--- src/rtl/hsd_pkg.sv ---
// Shared types, widths and node sign table for the hex20 shape derivative block.
package hsd_pkg;

  // Field widths of the beats.
  localparam int COORD_W      = 16;
  localparam int DERIV_W      = 17;
  localparam int NODE_W       = 5;
  localparam int IN_TDATA_W   = 48;
  localparam int OUT_TDATA_W  = 56;
  localparam int OUT_PAD_W    = OUT_TDATA_W - 3 * DERIV_W;

  // Element layout.
  localparam int NODE_COUNT   = 20;
  localparam int CORNER_COUNT = 8;
  localparam int AXIS_COUNT   = 3;
  localparam logic [NODE_W-1:0] LAST_NODE   = NODE_W'(NODE_COUNT - 1);
  localparam logic [NODE_W-1:0] CORNER_LIM  = NODE_W'(CORNER_COUNT);

  // Default fixed point format.
  localparam int FRAC_BITS_DEF = 14;

  // Saturation limits of a derivative, as magnitudes and as output codes.
  localparam int DERIV_POS_LIM = 65535;
  localparam int DERIV_NEG_LIM = 65536;
  localparam logic [DERIV_W-1:0] DERIV_POS_SAT = 17'h0FFFF;
  localparam logic [DERIV_W-1:0] DERIV_NEG_SAT = 17'h10000;

  // Natural coordinate sign of a node along one axis.
  typedef enum logic [1:0] {
    SG_ZERO,
    SG_POS,
    SG_NEG
  } sign_t;

  // Per-node signs along r, s and t; a zero marks the axis of a mid-edge node.
  localparam sign_t NODE_SIGN [NODE_COUNT][AXIS_COUNT] = '{
    '{SG_NEG,  SG_NEG,  SG_NEG }, '{SG_POS,  SG_NEG,  SG_NEG },
    '{SG_POS,  SG_POS,  SG_NEG }, '{SG_NEG,  SG_POS,  SG_NEG },
    '{SG_NEG,  SG_NEG,  SG_POS }, '{SG_POS,  SG_NEG,  SG_POS },
    '{SG_POS,  SG_POS,  SG_POS }, '{SG_NEG,  SG_POS,  SG_POS },
    '{SG_ZERO, SG_NEG,  SG_NEG }, '{SG_POS,  SG_ZERO, SG_NEG },
    '{SG_ZERO, SG_POS,  SG_NEG }, '{SG_NEG,  SG_ZERO, SG_NEG },
    '{SG_ZERO, SG_NEG,  SG_POS }, '{SG_POS,  SG_ZERO, SG_POS },
    '{SG_ZERO, SG_POS,  SG_POS }, '{SG_NEG,  SG_ZERO, SG_POS },
    '{SG_NEG,  SG_NEG,  SG_ZERO}, '{SG_POS,  SG_NEG,  SG_ZERO},
    '{SG_POS,  SG_POS,  SG_ZERO}, '{SG_NEG,  SG_POS,  SG_ZERO}
  };

  // Load enables of the four arithmetic stages.
  typedef struct packed {
    logic s1;
    logic s2;
    logic s3;
    logic s4;
  } pipe_en_t;

endpackage

--- src/rtl/hsd_lane.sv ---
// One derivative lane: operand forming, two-step triple product, rounding and clamping.
module hsd_lane #(
  parameter int FRAC_BITS = hsd_pkg::FRAC_BITS_DEF,
  parameter int AXIS      = 0
) (
  input  logic                               clk,
  input  hsd_pkg::pipe_en_t                  en,
  input  logic [hsd_pkg::NODE_W-1:0]         node,
  input  logic signed [hsd_pkg::COORD_W-1:0] coord_r,
  input  logic signed [hsd_pkg::COORD_W-1:0] coord_s,
  input  logic signed [hsd_pkg::COORD_W-1:0] coord_t,
  output logic [hsd_pkg::DERIV_W-1:0]        deriv
);
  import hsd_pkg::*;

  // Operand magnitudes do not exceed 2^17 + 2^FRAC_BITS.
  localparam int MW = ((FRAC_BITS > 17) ? FRAC_BITS : 17) + 1;
  localparam int SW = MW + 1;
  localparam int PW = 3 * MW + 1;
  localparam int IA = (AXIS + 1) % 3;
  localparam int IB = (AXIS + 2) % 3;
  localparam int SH_CORNER = 2 * FRAC_BITS + 3;
  localparam int SH_EDGE   = 2 * FRAC_BITS + 2;
  localparam logic signed [SW-1:0] ONE = SW'(1) <<< FRAC_BITS;
  localparam logic [PW-1:0] HALF_CORNER = PW'(1) << (SH_CORNER - 1);
  localparam logic [PW-1:0] HALF_EDGE   = PW'(1) << (SH_EDGE - 1);

  function automatic logic signed [SW-1:0] apply_sign(input sign_t g,
                                                      input logic signed [SW-1:0] v);
    case (g)
      SG_POS:  apply_sign = v;
      SG_NEG:  apply_sign = -v;
      default: apply_sign = '0;
    endcase
  endfunction

  function automatic logic [MW-1:0] mag(input logic signed [SW-1:0] v);
    logic signed [SW-1:0] a;
    a   = (v < 0) ? -v : v;
    mag = a[MW-1:0];
  endfunction

  logic signed [SW-1:0] xv [AXIS_COUNT];
  sign_t gd, ga, gb, go;
  logic signed [SW-1:0] xd, xa, xb, xe, xo;
  logic signed [SW-1:0] op0, op1, op2, inner;
  logic                 corner;

  assign xv[0] = SW'(coord_r);
  assign xv[1] = SW'(coord_s);
  assign xv[2] = SW'(coord_t);

  // Stage 1 inputs: the three signed factors of this node's derivative.
  always_comb begin
    gd     = NODE_SIGN[node][AXIS];
    ga     = NODE_SIGN[node][IA];
    gb     = NODE_SIGN[node][IB];
    xd     = xv[AXIS];
    xa     = xv[IA];
    xb     = xv[IB];
    corner = (node < CORNER_LIM);
    xe     = (ga == SG_ZERO) ? xa : xb;
    xo     = (ga == SG_ZERO) ? xb : xa;
    go     = (ga == SG_ZERO) ? gb : ga;
    inner  = apply_sign(ga, xa) + apply_sign(gb, xb) - ONE;
    if (corner) begin
      op0 = ONE + apply_sign(ga, xa);
      op1 = ONE + apply_sign(gb, xb);
      op2 = (xd <<< 1) + apply_sign(gd, inner);
    end else if (gd == SG_ZERO) begin
      op0 = -(xd <<< 1);
      op1 = ONE + apply_sign(ga, xa);
      op2 = ONE + apply_sign(gb, xb);
    end else begin
      op0 = apply_sign(gd, ONE - xe);
      op1 = ONE + xe;
      op2 = ONE + apply_sign(go, xo);
    end
  end

  // Stage 1: sign of the product and factor magnitudes.
  logic          neg1_r, corner1_r;
  logic [MW-1:0] m0_r, m1_r, m2_r;

  always_ff @(posedge clk) begin
    if (en.s1) begin
      neg1_r    <= (op0 < 0) ^ (op1 < 0) ^ (op2 < 0);
      corner1_r <= corner;
      m0_r      <= mag(op0);
      m1_r      <= mag(op1);
      m2_r      <= mag(op2);
    end
  end

  // Stage 2: product of the first two factors.
  logic            neg2_r, corner2_r;
  logic [2*MW-1:0] ab_r, ab_nxt;
  logic [MW-1:0]   m2b_r;

  assign ab_nxt = (2 * MW)'(m0_r) * (2 * MW)'(m1_r);

  always_ff @(posedge clk) begin
    if (en.s2) begin
      neg2_r    <= neg1_r;
      corner2_r <= corner1_r;
      ab_r      <= ab_nxt;
      m2b_r     <= m2_r;
    end
  end

  // Stage 3: third factor against the low and high halves of the pair product.
  logic            neg3_r, corner3_r;
  logic [2*MW-1:0] plo_r, phi_r, plo_nxt, phi_nxt;

  assign plo_nxt = (2 * MW)'(ab_r[MW-1:0]) * (2 * MW)'(m2b_r);
  assign phi_nxt = (2 * MW)'(ab_r[2*MW-1:MW]) * (2 * MW)'(m2b_r);

  always_ff @(posedge clk) begin
    if (en.s3) begin
      neg3_r    <= neg2_r;
      corner3_r <= corner2_r;
      plo_r     <= plo_nxt;
      phi_r     <= phi_nxt;
    end
  end

  // Stage 4: full magnitude plus the rounding half.
  logic          neg4_r, corner4_r;
  logic [PW-1:0] sum_r, sum_nxt;

  assign sum_nxt = PW'(plo_r) + (PW'(phi_r) << MW) + (corner3_r ? HALF_CORNER : HALF_EDGE);

  always_ff @(posedge clk) begin
    if (en.s4) begin
      neg4_r    <= neg3_r;
      corner4_r <= corner3_r;
      sum_r     <= sum_nxt;
    end
  end

  // Scale, clamp to the 17-bit range and restore the sign.
  logic [PW-1:0]      q;
  logic [DERIV_W-1:0] q_lo;

  always_comb begin
    q    = corner4_r ? (sum_r >> SH_CORNER) : (sum_r >> SH_EDGE);
    q_lo = q[DERIV_W-1:0];
    if (neg4_r) begin
      deriv = (q > PW'(DERIV_NEG_LIM)) ? DERIV_NEG_SAT : (~q_lo + DERIV_W'(1));
    end else begin
      deriv = (q > PW'(DERIV_POS_LIM)) ? DERIV_POS_SAT : q_lo;
    end
  end

endmodule

--- config.mk ---
export PLATFORM = sky130hd
export DESIGN_NAME = hsd_lane
export DESIGN_NICKNAME = d
export VERILOG_FILES = /design/src/rtl/hsd_pkg.sv /design/src/rtl/hsd_lane.sv
export SDC_FILE = /design/constraint.sdc
export NUM_CORES = 2
export LEC_CHECK = 0
export ABC_AREA = 1
export BUFFER_PORTS_ARGS = -buffer_cell sky130_fd_sc_hd__clkbuf_2
export CAP_MARGIN = 20
export CORE_ASPECT_RATIO = 1.25
export CORE_MARGIN = 10
export CORE_UTILIZATION = 43
export DETAILED_ROUTE_END_ITERATION = 6
export PLACE_DENSITY = 0.68
export SLEW_MARGIN = 20
export SYNTH_ARGS = -nofsm -noshare
export SYNTH_HDL_FRONTEND = slang
export SYNTH_SLANG_ARGS = --single-unit
--- constraint.sdc ---
create_clock -name clk -period 20.6 [get_ports clk]
set_input_delay 4.12 -clock clk [delete_from_list [all_inputs] [get_ports clk]]
set_output_delay 4.12 -clock clk [all_outputs]
set_load 0.02 [all_outputs]
==> reports/metrics.yaml <==
place:
  hpwl_um: 108500
  numPortBuffers: 74
  gp_congestion: 0.9844
global_route:
  antenna_found_initial: 0
  grt_start_max_net_pins: 71
  grt_pass1_wl_um: 221700
  gr-usage-all-layers_pct: 21.99
  grt_pass1_vias: 41980
  overflow: 0
worst_setup_path:
  critPathKind: "in2reg"
  worstSetupEndpointType: "flip-flop"
  r2r_setup_slack_ns: 13.59
  cp_slowest_cell: "fa_1"
  cpPeakStageDelay_ns: 0.47
  worstSetupStartpointType: "input pin"
  ff2ff_path_depth: 23
  path_max_fanout: 18
  r2r_start: "m0_r[10]$_DFFE_PP_"
  crit_path_frequent_cell: "nand2_1"
  crit_required_ns: 20.87
  arrival_ns: 11.29
  r2r_end: "ab_r[35]$_DFFE_PP_"
cells_and_area:
  area_delta_synth_final_pct: 4.318
  num-fill-cells: 11150
  drive_gt1_share_pct: 4.586
  final_cell_mix: "nand2_1 (1780), inv_1 (1525), fa_1 (770)"
  fin_nets: 7510
  final_common_cell: "nand2_1"
  antenna_cells: 0
timing:
  finalSetupTns_ns: 0
  min_period_over_period_pct: 53.51
  maxSlewHeadroom_pct: 26.47
  max_freq_ghz: 0.09072
  final_hold_viol_count: 0
  worstMarginPinSlew_ns: 1.103
  grt_setup_unrepaired: "false"
  maxSlewViolCount: 0
  final-setup-viol-count: 0
  skew_ns: 0.01981
  layout_min_cycle_time_ns: 11.02
clock_tree:
  clk_pin_slew_worst_paths_ns: 0.08
  cts_setup_buffers: 0
  ctsResizeCount: 0
  cts_inserted_buffers: 17
  cts_tree: "built"
  cts_root_buffer: "clkbuf_16"
  clock-sinks: 195
  cts_max_level: 4
  max-clock-path-buffers: 2
  clock_latency_ns: 0.52
  postCtsHoldBufs: 0
logic_synthesis:
  yosysSeqAreaShare_pct: 12.14
  avgSynthCellArea_um2: 7.578
  synth_cell_type_count: 62
  synth-edff-count: 195
  syn_inst: 6367
  synth_warnings: 0
  ys_seq_elements: 195
  synth_flop_cell: "edfxtp_1"
  synth_nets: 7632
  async_reset_ff_share_pct: 0
  netlist_area_um2: 48250
die:
  die-area_um2: 126100
  die_x_um: 319.6
  pin_count: 75
  die_h_um: 394.5
  floorplan.initialDensity_pct: 43.24
  core-area_um2: 111600
  rows: 137
worst_hold_path:
  min_from: "neg3_r$_DFFE_PP_"
  min_path_type: "reg2reg"
  worst_hold_path.num_cells: 0
  hold_path_end: "neg4_r$_DFFE_PP_"
routing:
  vias: 40100
  drt_iter0_drc: 2743
  wl_per_cell_um: 17.88
  wirelength_um: 138000
  dr.pass1.iters: 7
  via_per_inst: 5.197
  drc: 0
  antenna_left: 0
run_status:
  status: "finished, final reports clean"
run:
  maxCapViolations: 0
==> state kept, by name, indices dropped and copies added (netlist names), 18 cells and up <==
name and count:
phi_r 36, sum_r 25, m2_r 18, ab_r 36
m0_r 18, m2b_r 18, m1_r 18, plo_r 18
==> metrics by stage <==
step                      util (%)  setup slack, ns  hold slack [ns]  cells  instance area, um2
after detailed placement     44.58            9.161           0.4045   7685               49750
final                        45.10            9.577           0.4231   7717               50330
after global placement       44.57            9.222           0.4008   7685               49740
after CTS                    45.10            9.675           0.4240   7717               50330
after global routing         45.10            8.546           0.4294   7717               50330
after floorplan                  -            10.48           0.4003   6367               48250
==> metal layers <==
metal / track usage, % / routed length, um / share of wire [%] / vias to the layer above
met5: 0 / 0 / 0 / -
met4: 10.46 / 6988 / 5.1 / 0
met3: 2.954 / 8860 / 6.4 / 356
met2: 39.66 / 69620 / 50 / 1439
met1: 25.44 / 52500 / 38 / 19530
li1: - / - / - / 18780
==> cell type report <==
| class | instances | area (um2) | area share [%] |
|---|---|---|---|
| inverters | 1542 | 5796 | 11.51 |
| multi-input cells | 4358 | 35470 | 70.48 |
| well taps | 1459 | 1826 | 3.627 |
| flip-flops and latches | 195 | 5856 | 11.63 |
| clock buffers | 17 | 425.4 | 0.8452 |
| clock inverters | 15 | 157.7 | 0.3132 |
| repair buffers | 131 | 798.3 | 1.586 |
==> synthesized netlist by cell type, types with 6 or more instances <==
library cell,count,area share (%)
a21boi_0,6,0.093
a21o_1,11,0.17
a21oi_1,211,2.2
a221oi_1,8,0.15
a31oi_1,18,0.23
buf_1,23,0.18
buf_2,12,0.12
buf_6,9,0.21
clkbuf_1,223,1.7
edfxtp_1,195,12
fa_1,770,32
ha_1,437,11
inv_1,1525,12
inv_2,10,0.078
nand2_1,1780,14
nand2_2,31,0.40
nand2_4,13,0.30
nand3_1,179,1.9
nand3b_1,12,0.19
nand4_1,48,0.62
nor2_1,270,2.1
nor2_2,7,0.091
nor2_4,7,0.16
nor3_1,38,0.39
nor4_1,6,0.078
o211ai_1,20,0.31
o21a_1,9,0.14
o21ai_0,184,1.9
o21ai_1,26,0.27
o21ai_2,11,0.20
o21bai_1,12,0.19
o22ai_1,10,0.13
o31ai_1,11,0.17
or2_2,22,0.29
xnor2_1,49,0.89
xor2_1,110,2.0
==> how the worst max path moves through the flow <==
stage	startpoint	endpoint	slack (ns)	cells after the start
CTS	node[4]	m2_r[10]$_DFFE_PP_	9.67	44
detailed placement	node[4]	m2_r[10]$_DFFE_PP_	9.16	44
floorplan	node[4]	m2_r[6]$_DFFE_PP_	10.48	42
finish	node[4]	m2_r[1]$_DFFE_PP_	9.58	44
global route	node[4]	neg1_r$_DFFE_PP_	8.55	44
global placement	node[4]	neg1_r$_DFFE_PP_	9.22	44
==> logic make-up (layout without fill, tap and decap cells) <==
group	count (synthesis)	count (layout)	share of synthesized area [%]
and+or+nand+nor	2433	2433	20.73
AOI/OAI and AO/OA	554	554	6.434
DFF	195	195	12.14
adders and majority gates	1207	1207	43.28
buffers and inverters	1814	1705	14.38
muxes	1	1	0.02075
xor gates and xnor gates	163	163	3.021
==> critical path, delay by kind of cell <==
| family | cells | cell delay (ns) |
|---|---|---|
| and+or+nand+nor | 24 | 3.30 |
| AOI/OAI and AO/OA | 6 | 0.81 |
| xor gates and xnor gates | 2 | 0.40 |
| adders and majority gates | 4 | 1.36 |
| buffers and inverters | 8 | 1.23 |
Power is not shown: default switching activity piles up to over one toggle a cycle in this logic, so the estimate is an artifact.
