==> src/rtl/hsd_pkg.sv <==
// Shared types, widths and node sign table for the hex20 shape derivative block.
package hsd_pkg;

  // Field widths of the beats.
  localparam int COORD_W      = 16;
  localparam int DERIV_W      = 17;
  localparam int NODE_W       = 5;
  localparam int IN_TDATA_W   = 48;
  localparam int OUT_TDATA_W  = 56;
  localparam int OUT_PAD_W    = OUT_TDATA_W - 3 * DERIV_W;

  // Element layout.
  localparam int NODE_COUNT   = 20;
  localparam int CORNER_COUNT = 8;
  localparam int AXIS_COUNT   = 3;
  localparam logic [NODE_W-1:0] LAST_NODE   = NODE_W'(NODE_COUNT - 1);
  localparam logic [NODE_W-1:0] CORNER_LIM  = NODE_W'(CORNER_COUNT);

  // Default fixed point format.
  localparam int FRAC_BITS_DEF = 14;

  // Saturation limits of a derivative, as magnitudes and as output codes.
  localparam int DERIV_POS_LIM = 65535;
  localparam int DERIV_NEG_LIM = 65536;
  localparam logic [DERIV_W-1:0] DERIV_POS_SAT = 17'h0FFFF;
  localparam logic [DERIV_W-1:0] DERIV_NEG_SAT = 17'h10000;

  // Natural coordinate sign of a node along one axis.
  typedef enum logic [1:0] {
    SG_ZERO,
    SG_POS,
    SG_NEG
  } sign_t;

  // Per-node signs along r, s and t; a zero marks the axis of a mid-edge node.
  localparam sign_t NODE_SIGN [NODE_COUNT][AXIS_COUNT] = '{
    '{SG_NEG,  SG_NEG,  SG_NEG }, '{SG_POS,  SG_NEG,  SG_NEG },
    '{SG_POS,  SG_POS,  SG_NEG }, '{SG_NEG,  SG_POS,  SG_NEG },
    '{SG_NEG,  SG_NEG,  SG_POS }, '{SG_POS,  SG_NEG,  SG_POS },
    '{SG_POS,  SG_POS,  SG_POS }, '{SG_NEG,  SG_POS,  SG_POS },
    '{SG_ZERO, SG_NEG,  SG_NEG }, '{SG_POS,  SG_ZERO, SG_NEG },
    '{SG_ZERO, SG_POS,  SG_NEG }, '{SG_NEG,  SG_ZERO, SG_NEG },
    '{SG_ZERO, SG_NEG,  SG_POS }, '{SG_POS,  SG_ZERO, SG_POS },
    '{SG_ZERO, SG_POS,  SG_POS }, '{SG_NEG,  SG_ZERO, SG_POS },
    '{SG_NEG,  SG_NEG,  SG_ZERO}, '{SG_POS,  SG_NEG,  SG_ZERO},
    '{SG_POS,  SG_POS,  SG_ZERO}, '{SG_NEG,  SG_POS,  SG_ZERO}
  };

  // Load enables of the four arithmetic stages.
  typedef struct packed {
    logic s1;
    logic s2;
    logic s3;
    logic s4;
  } pipe_en_t;

endpackage

==> src/rtl/hsd_seq.sv <==
// Node sequencer: holds one point and issues its twenty nodes, one per cycle while iss_ready is high.
module hsd_seq (
  input  logic                          clk,
  input  logic                          rst_n,
  input  logic                          in_tvalid,
  output logic                          in_tready,
  input  logic signed [hsd_pkg::COORD_W-1:0] in_coord_r,
  input  logic signed [hsd_pkg::COORD_W-1:0] in_coord_s,
  input  logic signed [hsd_pkg::COORD_W-1:0] in_coord_t,
  input  logic                          iss_ready,
  output logic                          iss_valid,
  output logic [hsd_pkg::NODE_W-1:0]    iss_node,
  output logic signed [hsd_pkg::COORD_W-1:0] iss_coord_r,
  output logic signed [hsd_pkg::COORD_W-1:0] iss_coord_s,
  output logic signed [hsd_pkg::COORD_W-1:0] iss_coord_t
);
  import hsd_pkg::*;

  logic              busy_r, busy_nxt;
  logic [NODE_W-1:0] node_r, node_nxt;
  logic signed [COORD_W-1:0] cr_r, cs_r, ct_r;
  logic              fire;
  logic              accept;

  // A new point is taken while the last node of the current one issues.
  assign fire      = busy_r && iss_ready;
  assign in_tready = !busy_r || (fire && (node_r == LAST_NODE));
  assign accept    = in_tvalid && in_tready;

  always_comb begin
    busy_nxt = busy_r;
    node_nxt = node_r;
    if (accept) begin
      busy_nxt = 1'b1;
      node_nxt = '0;
    end else if (fire) begin
      if (node_r == LAST_NODE) begin
        busy_nxt = 1'b0;
        node_nxt = '0;
      end else begin
        node_nxt = node_r + NODE_W'(1);
      end
    end
  end

  always_ff @(posedge clk) begin
    if (!rst_n) begin
      busy_r <= 1'b0;
      node_r <= '0;
    end else begin
      busy_r <= busy_nxt;
      node_r <= node_nxt;
    end
  end

  // The point itself is payload and is only captured on an accepted beat.
  always_ff @(posedge clk) begin
    if (accept) begin
      cr_r <= in_coord_r;
      cs_r <= in_coord_s;
      ct_r <= in_coord_t;
    end
  end

  assign iss_valid   = busy_r;
  assign iss_node    = node_r;
  assign iss_coord_r = cr_r;
  assign iss_coord_s = cs_r;
  assign iss_coord_t = ct_r;

endmodule

==> config.mk <==
export PLATFORM = sky130hd
export DESIGN_NAME = hsd_seq
export DESIGN_NICKNAME = d
export VERILOG_FILES = /design/src/rtl/hsd_pkg.sv /design/src/rtl/hsd_seq.sv
export SDC_FILE = /design/constraint.sdc
export NUM_CORES = 1
export LEC_CHECK = 0
export BUFFER_PORTS_ARGS = -buffer_cell sky130_fd_sc_hd__buf_2
export CELL_PAD_IN_SITES_DETAIL_PLACEMENT = 0
export CELL_PAD_IN_SITES_GLOBAL_PLACEMENT = 2
export CORE_MARGIN = 4
export CORE_UTILIZATION = 27
export DETAILED_ROUTE_END_ITERATION = 16
export PLACE_DENSITY_LB_ADDON = 0.2
export RECOVER_POWER = 50
export SYNTH_ARGS = -nofsm -noshare
export SYNTH_HDL_FRONTEND = slang
export SYNTH_SLANG_ARGS = --single-unit
==> constraint.sdc <==
create_clock -name clk -period 4.1 [get_ports clk]
set_clock_uncertainty 0.2 [all_clocks]
set_input_delay 0.205 -clock clk [delete_from_list [all_inputs] [get_ports clk]]
set_output_delay 0.205 -clock clk [all_outputs]
set_load 0.01 [all_outputs]
==> metrics.cfg, run 1 <==
[timing]
slew_headroom_pct=52.6
drv_slew=0
final.period_utilization_pct=65.6
setup_violations=0
tns_ns=0
timing.hold.ws_ns=0.159
period_needed_ns=2.69
fmax_ghz=0.372
hold_violations=0
tightest_slew_ns=0.709
rsz0062_at_grt=no

[final_layout]
drive_gt1_share_pct=34.8
area_delta_synth_final_pct=67.5
fin_nets=306
diodes=0
n_fill_cell=600

[grt]
grt.overflow.total=0
grt_pass1_wl_um=6440
grt_max_degree=27
grt_usage_pct=10.8
grt_antenna_before_repair=0
grt_pass1_vias=1414

[detailed_routing]
firstDrtPassIters=4
routedWlPerCell_um=13.9
viasPerCell=4.11
drc=0
routed_wirelength_um=4580
postRouteAntennaNets=0
dr.first_iter.drc_count=49
vias=1356

[setup_path]
required_ns=3.88
worstSetupPathType=reg -> reg
cp-end-kind=flip-flop
arrival_ns=2.47
critPathMaxFanout=26
cp-start-kind=flip-flop

[synth]
syn-mean-instance-area_sq_um=20.5
synth_nets=140
synth_warnings=0
yosys.area.top_type=edfxtp_1
yosysMostFrequentCell=edfxtp_1
synth_area_leaders=edfxtp_1 81%, dfxtp_1 6.7%, a21oi_1 1.4%, nor4bb_4 1.4%, or3_1 1.4%
async_flop_share_pct=0
synth_commonest_cells=48 x edfxtp_1, 6 x dfxtp_1, 5 x a21oi_1
synth_top_cell_area_share_pct=80.8
synth_edf_count=48
ys_ff_latch=54
synth_ff_type=edfxtp_1
syn_inst=87
yosys.cell_types.count=20
syn_area_sq_um=1780
seq_area_frac_synth_pct=87.5

[clock_network]
cts_tree=built
cts_buffer_depth=2
cts_root_buf=clkbuf_8
htree_levels=2
clk_pin_slew_ns=0.09
insertion_delay_ns=0.29
cts_buffers=5
cts_resized=0
clkSinkCount=54

[floorplanning]
fp-row-count=29
fp.dieH_um=89.3
dieWidth_um=89.3
io_pins=107
die-area_sq_um=7970
core-area_sq_um=6390
start_util_pct=27.9

[run_status]
status=finished, final reports clean

[power]
pwr-share-comb_pct=11.8
vdd_drop_max_uv=150
switchingPower_uw=223
internal_power_uw=815
swShare_pct=21.4
seqPwrFrac_pct=61.6
p_leak_nw=1.18
p_per_area_nw_per_um2=347
power_frac_clock_pct=26.5

[job]
max_cap_violations=0

[placement]
io_buffers=106
hpwl_um=3260
place.gp.congestion=0.770

[hold_path]
hp-class=in -> reg

-- sequential cells by signal, summed over array words and instances, names as in the netlist --
register	cells
iss_valid	1
iss_coord_t	16
iss_coord_r	16
iss_coord_s	16
iss_node	5
-- critical path, cell delays in order (launching register included) --
cell and delay, ns:
dfxtp_1 0.40, ha_1 0.20, nor4bb_4 0.42, a21boi_2 0.15
nor2_4 0.56, buf_4 0.42
-- kinds of logic after synthesis --
family / after synthesis / synth area share (%)
compound gates: 12 / 4.21
buf+inv: 3 / 0.631
simple gates: 16 / 6.31
flops: 54 / 87.5
fa+ha+maj: 1 / 0.701
mux: 1 / 0.631
-- cell usage in the layout (no fill, tap or decap) --
cell,netlist,routed
clkbuf_8,0,5
nor2_1,2,1
a21boi_2,1,1
dfxtp_1,6,6
buf_4,0,1
clkbuf_1,0,32
nor2b_1,2,2
buf_2,0,75
edfxtp_1,48,48
o21a_1,1,1
a21oi_1,5,5
clkinvlp_4,0,1
nor4bb_4,1,1
ha_1,1,1
nand3_2,1,1
mux2_2,1,1
and2b_2,1,1
or3_1,4,4
a311oi_1,1,1
inv_1,3,3
nor3b_1,1,1
nand3_1,1,1
o31ai_1,1,1
nand2_1,3,3
o21ai_0,3,3
dlygate4sd3_1,0,52
nor2_4,0,1
-- metrics by stage --
step | setup slack (ns) | utilization, % | instances | power (mW) | cell area [sq um]
2_1_floorplan | 0.358 | - | 87 | 0.684 | 1780
3_3_place_gp | 1.50 | 38.0 | 271 | 0.740 | 2430
3_5_place_dp | 1.43 | 38.0 | 271 | 0.742 | 2430
4_1_cts | 1.41 | 47.4 | 330 | 1.06 | 3030
5_1_grt | 1.22 | 46.8 | 330 | 1.09 | 2990
6_report | 1.41 | 46.8 | 330 | 1.04 | 2990
-- routing by layer --
layer	up-vias	global-route usage (%)	part of all wire, %
met2	58	19.0	51
li1	669	-	-
met5	-	0	0
met3	6	3.23	8.1
met1	623	12.5	40
met4	0	3.52	0.92
-- what timing repair did --
item	4_1_cts	5_1_grt
setup buffers	0	0
endpoints found under the hold margin	51	0
hold buffers	52	0
-- area by class of cell --
type / instances / area [sq um] / share of cell area (%)
Tap cell: 77 / 96.3 / 3.22
Clock inverter: 1 / 7.51 / 0.251
Clock buffer: 6 / 72.6 / 2.43
Sequential cell: 54 / 1560 / 52.3
Timing Repair Buffer: 159 / 1020 / 34.1
Inverter: 3 / 11.3 / 0.377
Multi-Input combinational cell: 30 / 219 / 7.33
-- path summary, 6_finish.rpt --
path                         endpoint  depth (start not counted)  slack, ns                     start
max          iss_coord_s[5]$_DFFE_PP_                          5       1.41  iss_node[1]$_SDFFE_PP0N_
min          iss_node[0]$_SDFFE_PP0N_                          4       0.16                 iss_ready
max reg2reg  iss_coord_s[5]$_DFFE_PP_                          5       1.41  iss_node[1]$_SDFFE_PP0N_
min reg2reg  iss_node[4]$_SDFFE_PP0N_                          2       0.32  iss_node[4]$_SDFFE_PP0N_
-- power groups by stage --
stage          clock network (mW)  logic, mW  registers (mW)
6_report                    0.275      0.123           0.640
5_1_grt                     0.310      0.135           0.643
4_1_cts                     0.289      0.129           0.639
3_5_place_dp                    0     0.0903           0.652
3_3_place_gp                    0     0.0891           0.651
2_1_floorplan                   0     0.0146           0.670
(Power assumes the default switching activity.)
==> run 2, diff against run 1 <==
--- a/config.mk
+++ b/config.mk
@@ -9,7 +9,7 @@
 export CELL_PAD_IN_SITES_DETAIL_PLACEMENT = 0
 export CELL_PAD_IN_SITES_GLOBAL_PLACEMENT = 2
 export CORE_MARGIN = 4
-export CORE_UTILIZATION = 27
+export CORE_UTILIZATION = 24
 export DETAILED_ROUTE_END_ITERATION = 16
 export PLACE_DENSITY_LB_ADDON = 0.2
 export RECOVER_POWER = 50
==> constraint.sdc (replaced) <==
create_clock -name clk -period 2.2 [get_ports clk]
set_clock_uncertainty 0.2 [all_clocks]
set_input_delay 0.11 -clock clk [delete_from_list [all_inputs] [get_ports clk]]
set_output_delay 0.11 -clock clk [all_outputs]
set_load 0.01 [all_outputs]
==> run 2 against run 1 <==
Against the previous run:
- die area is 11% higher
- global-route usage fell by 1.0 points
- utilization down 4.7 points
- flip-flop and latch count is the same
- first-iteration DRC count down 61%
- sequential power up 86%
- worst setup slack worse by 1.2 ns
- clock power rose by 88%
- clock-buffer cell count down 1
- critical path type unchanged
- critical endpoint is now iss_valid$_SDFFE_PN0P_
- largest cell class unchanged
==> metrics.cfg, run 2 (synthesis gave the netlist of run 1 again) <==
[placement]
io_buffers=106  ; unchanged
hpwl_um=3090  ; -5.1%
place.gp.congestion=0.803  ; +4.2%

[grt]
grt_usage_pct=9.80  ; -1.0 points
grt_antenna_before_repair=0  ; unchanged
grt_max_degree=49  ; +81%
grt.overflow.total=0  ; unchanged
grt_pass1_vias=1439  ; +1.8%
grt_pass1_wl_um=6730  ; +4.4%

[setup_path]
critPathLaunch=iss_node[0]$_SDFFE_PP0N_
crit_chain=ha_4 > nor4bb_4 > a21boi_2 > o21a_1 > dlygate4sd3_1
critPathMaxFanout=5  ; -81%
r2r_end=iss_valid$_SDFFE_PN0P_
reg2reg_depth=5  ; unchanged
r2r-start=iss_node[0]$_SDFFE_PP0N_
critical_path.top_delay_family=buffers and inverters
arrival_ns=1.97  ; -0.50 ns
rrSetupSlack_ns=0.21  ; -1.20 ns
worstSetupPathType=reg -> reg
cp_num_buf_inv=1  ; unchanged
cp-end-kind=flip-flop
cpPeakStageDelay_ns=0.55  ; about the same
required_ns=2.18  ; -1.70 ns
crit_slowest_cell=dlygate4sd3_1
cp-start-kind=flip-flop

[floorplanning]
core-area_sq_um=7250  ; +14%
fp-row-count=31  ; +6.9%
fp.dieH_um=94.2  ; +5.5%
dieWidth_um=94.2  ; +5.5%
start_util_pct=24.6  ; -3.3 points
die-area_sq_um=8880  ; +11%
io_pins=107  ; unchanged

[final_layout]
final_cell_mix=77 x buf_2, 52 x dlygate4sd3_1, 48 x edfxtp_1, 29 x clkbuf_1
drive_gt1_share_pct=37.5  ; +2.8 points
final_core_util_pct=42.1  ; -4.7 points
fin_nets=306  ; unchanged
diodes=0  ; unchanged
final_common_cell=buf_2
area_delta_synth_final_pct=71.2

[hold_path]
hp-class=in -> reg
min_to=iss_node[0]$_SDFFE_PP0N_
min-delay-start=iss_ready
whs_path_depth=4  ; unchanged

[power]
p_leak_nw=1.19  ; +0.69%
vdd_drop_max_uv=252  ; +69%
p_per_area_nw_per_um2=635  ; +83%
finalPower_mw=1.94  ; +87%

[clock_network]
cts_tree=built
htree_levels=2  ; unchanged
cts_resized=0  ; unchanged
cts_root_buf=clkbuf_8
clkSinkCount=54  ; unchanged
insertion_delay_ns=0.29  ; about the same
cts_buffer_depth=2  ; unchanged
clk_pin_slew_ns=0.09  ; about the same
cts_buffers=5  ; unchanged

[timing]
fmax_ghz=0.503  ; +35%
rsz0062_at_grt=no
hold_violations=0  ; unchanged
drv_slew=0  ; unchanged
period_needed_ns=1.99  ; -0.701 ns
tightest_slew_ns=0.428  ; -0.282 ns
final.period_utilization_pct=90.3  ; +25 points
slew_headroom_pct=71.2  ; +19 points
setup_violations=0  ; unchanged

[detailed_routing]
drc=0  ; unchanged
routed_wirelength_um=4440  ; -3.0%
postRouteAntennaNets=0  ; unchanged
dr.first_iter.drc_count=19  ; -61%
firstDrtPassIters=4  ; unchanged
viasPerCell=3.90  ; -5.1%
vias=1373  ; +1.3%
routedWlPerCell_um=12.6  ; -9.1%

[job]
max_cap_violations=0  ; unchanged

[run_status]
status=finished, final reports clean

[run 2: cell types whose count changed in the layout (fill, tap and decap cells not counted), sizes merged]
cell / previous run / this run
buf: 76 / 78
clkinvlp: 1 / 2
clkbuf: 37 / 34
[run 2: area by class of cell]
type                    instances  area, sq um
inverters                       3         11.3
clock inverters                 2         15.0
multi-input cells              30          231
repair buffers                159         1030
flip-flops and latches         54         1570
fillers                       686         4200
well taps                      99          124
clock buffers                   5         68.8
[run 2: where the power goes]
part           switching [mW]  internal [mW]
Sequential             0.0155           1.18
Combinational           0.104          0.128
Clock                   0.300          0.218
[run 2: what timing repair did]
action / in CTS / in global routing
hold buffers: 52 / 0
buffers inserted: 0 / 0
endpoints found under the hold margin: 53 / 0
[run 2: through the flow]
step	setup WS [ns]	std cells	cell area [sq um]	hold slack [ns]	setup TNS, ns
2_1_floorplan	-0.0303	87	1810	0.00521	-1.45
3_5_place_dp	0.312	293	2490	0.0881	0
4_1_cts	0.200	352	3090	0.0385	0
3_3_place_gp	0.360	293	2490	0.0882	0
6_report	0.213	352	3060	0.0512	0
5_1_grt	0.102	352	3060	0.0629	0
[run 2: how the worst max path moves through the flow]
stage,end,slack (ns),cells past startpoint
floorplan,iss_coord_r[0]$_DFFE_PP_,-0.03,4
global placement,iss_coord_t[12]$_DFFE_PP_,0.36,5
detailed placement,iss_coord_r[8]$_DFFE_PP_,0.31,5
CTS,iss_valid$_SDFFE_PN0P_,0.20,5
global route,iss_valid$_SDFFE_PN0P_,0.10,5
finish,iss_valid$_SDFFE_PN0P_,0.21,5
[run 2: worst min-delay path: stages]
cell and delay, ns:
buf_2 0.14, nand2_1 0.10, or3_1 0.10, a21oi_1 0.06
[run 2: layer usage]
layer	vias up	routed length [um]	GRT usage [%]
met1	636	1810	11.5
met3	2	436	3.13
met5	-	0	0
met2	69	2180	17.0
li1	666	-	-
met4	0	17	2.89
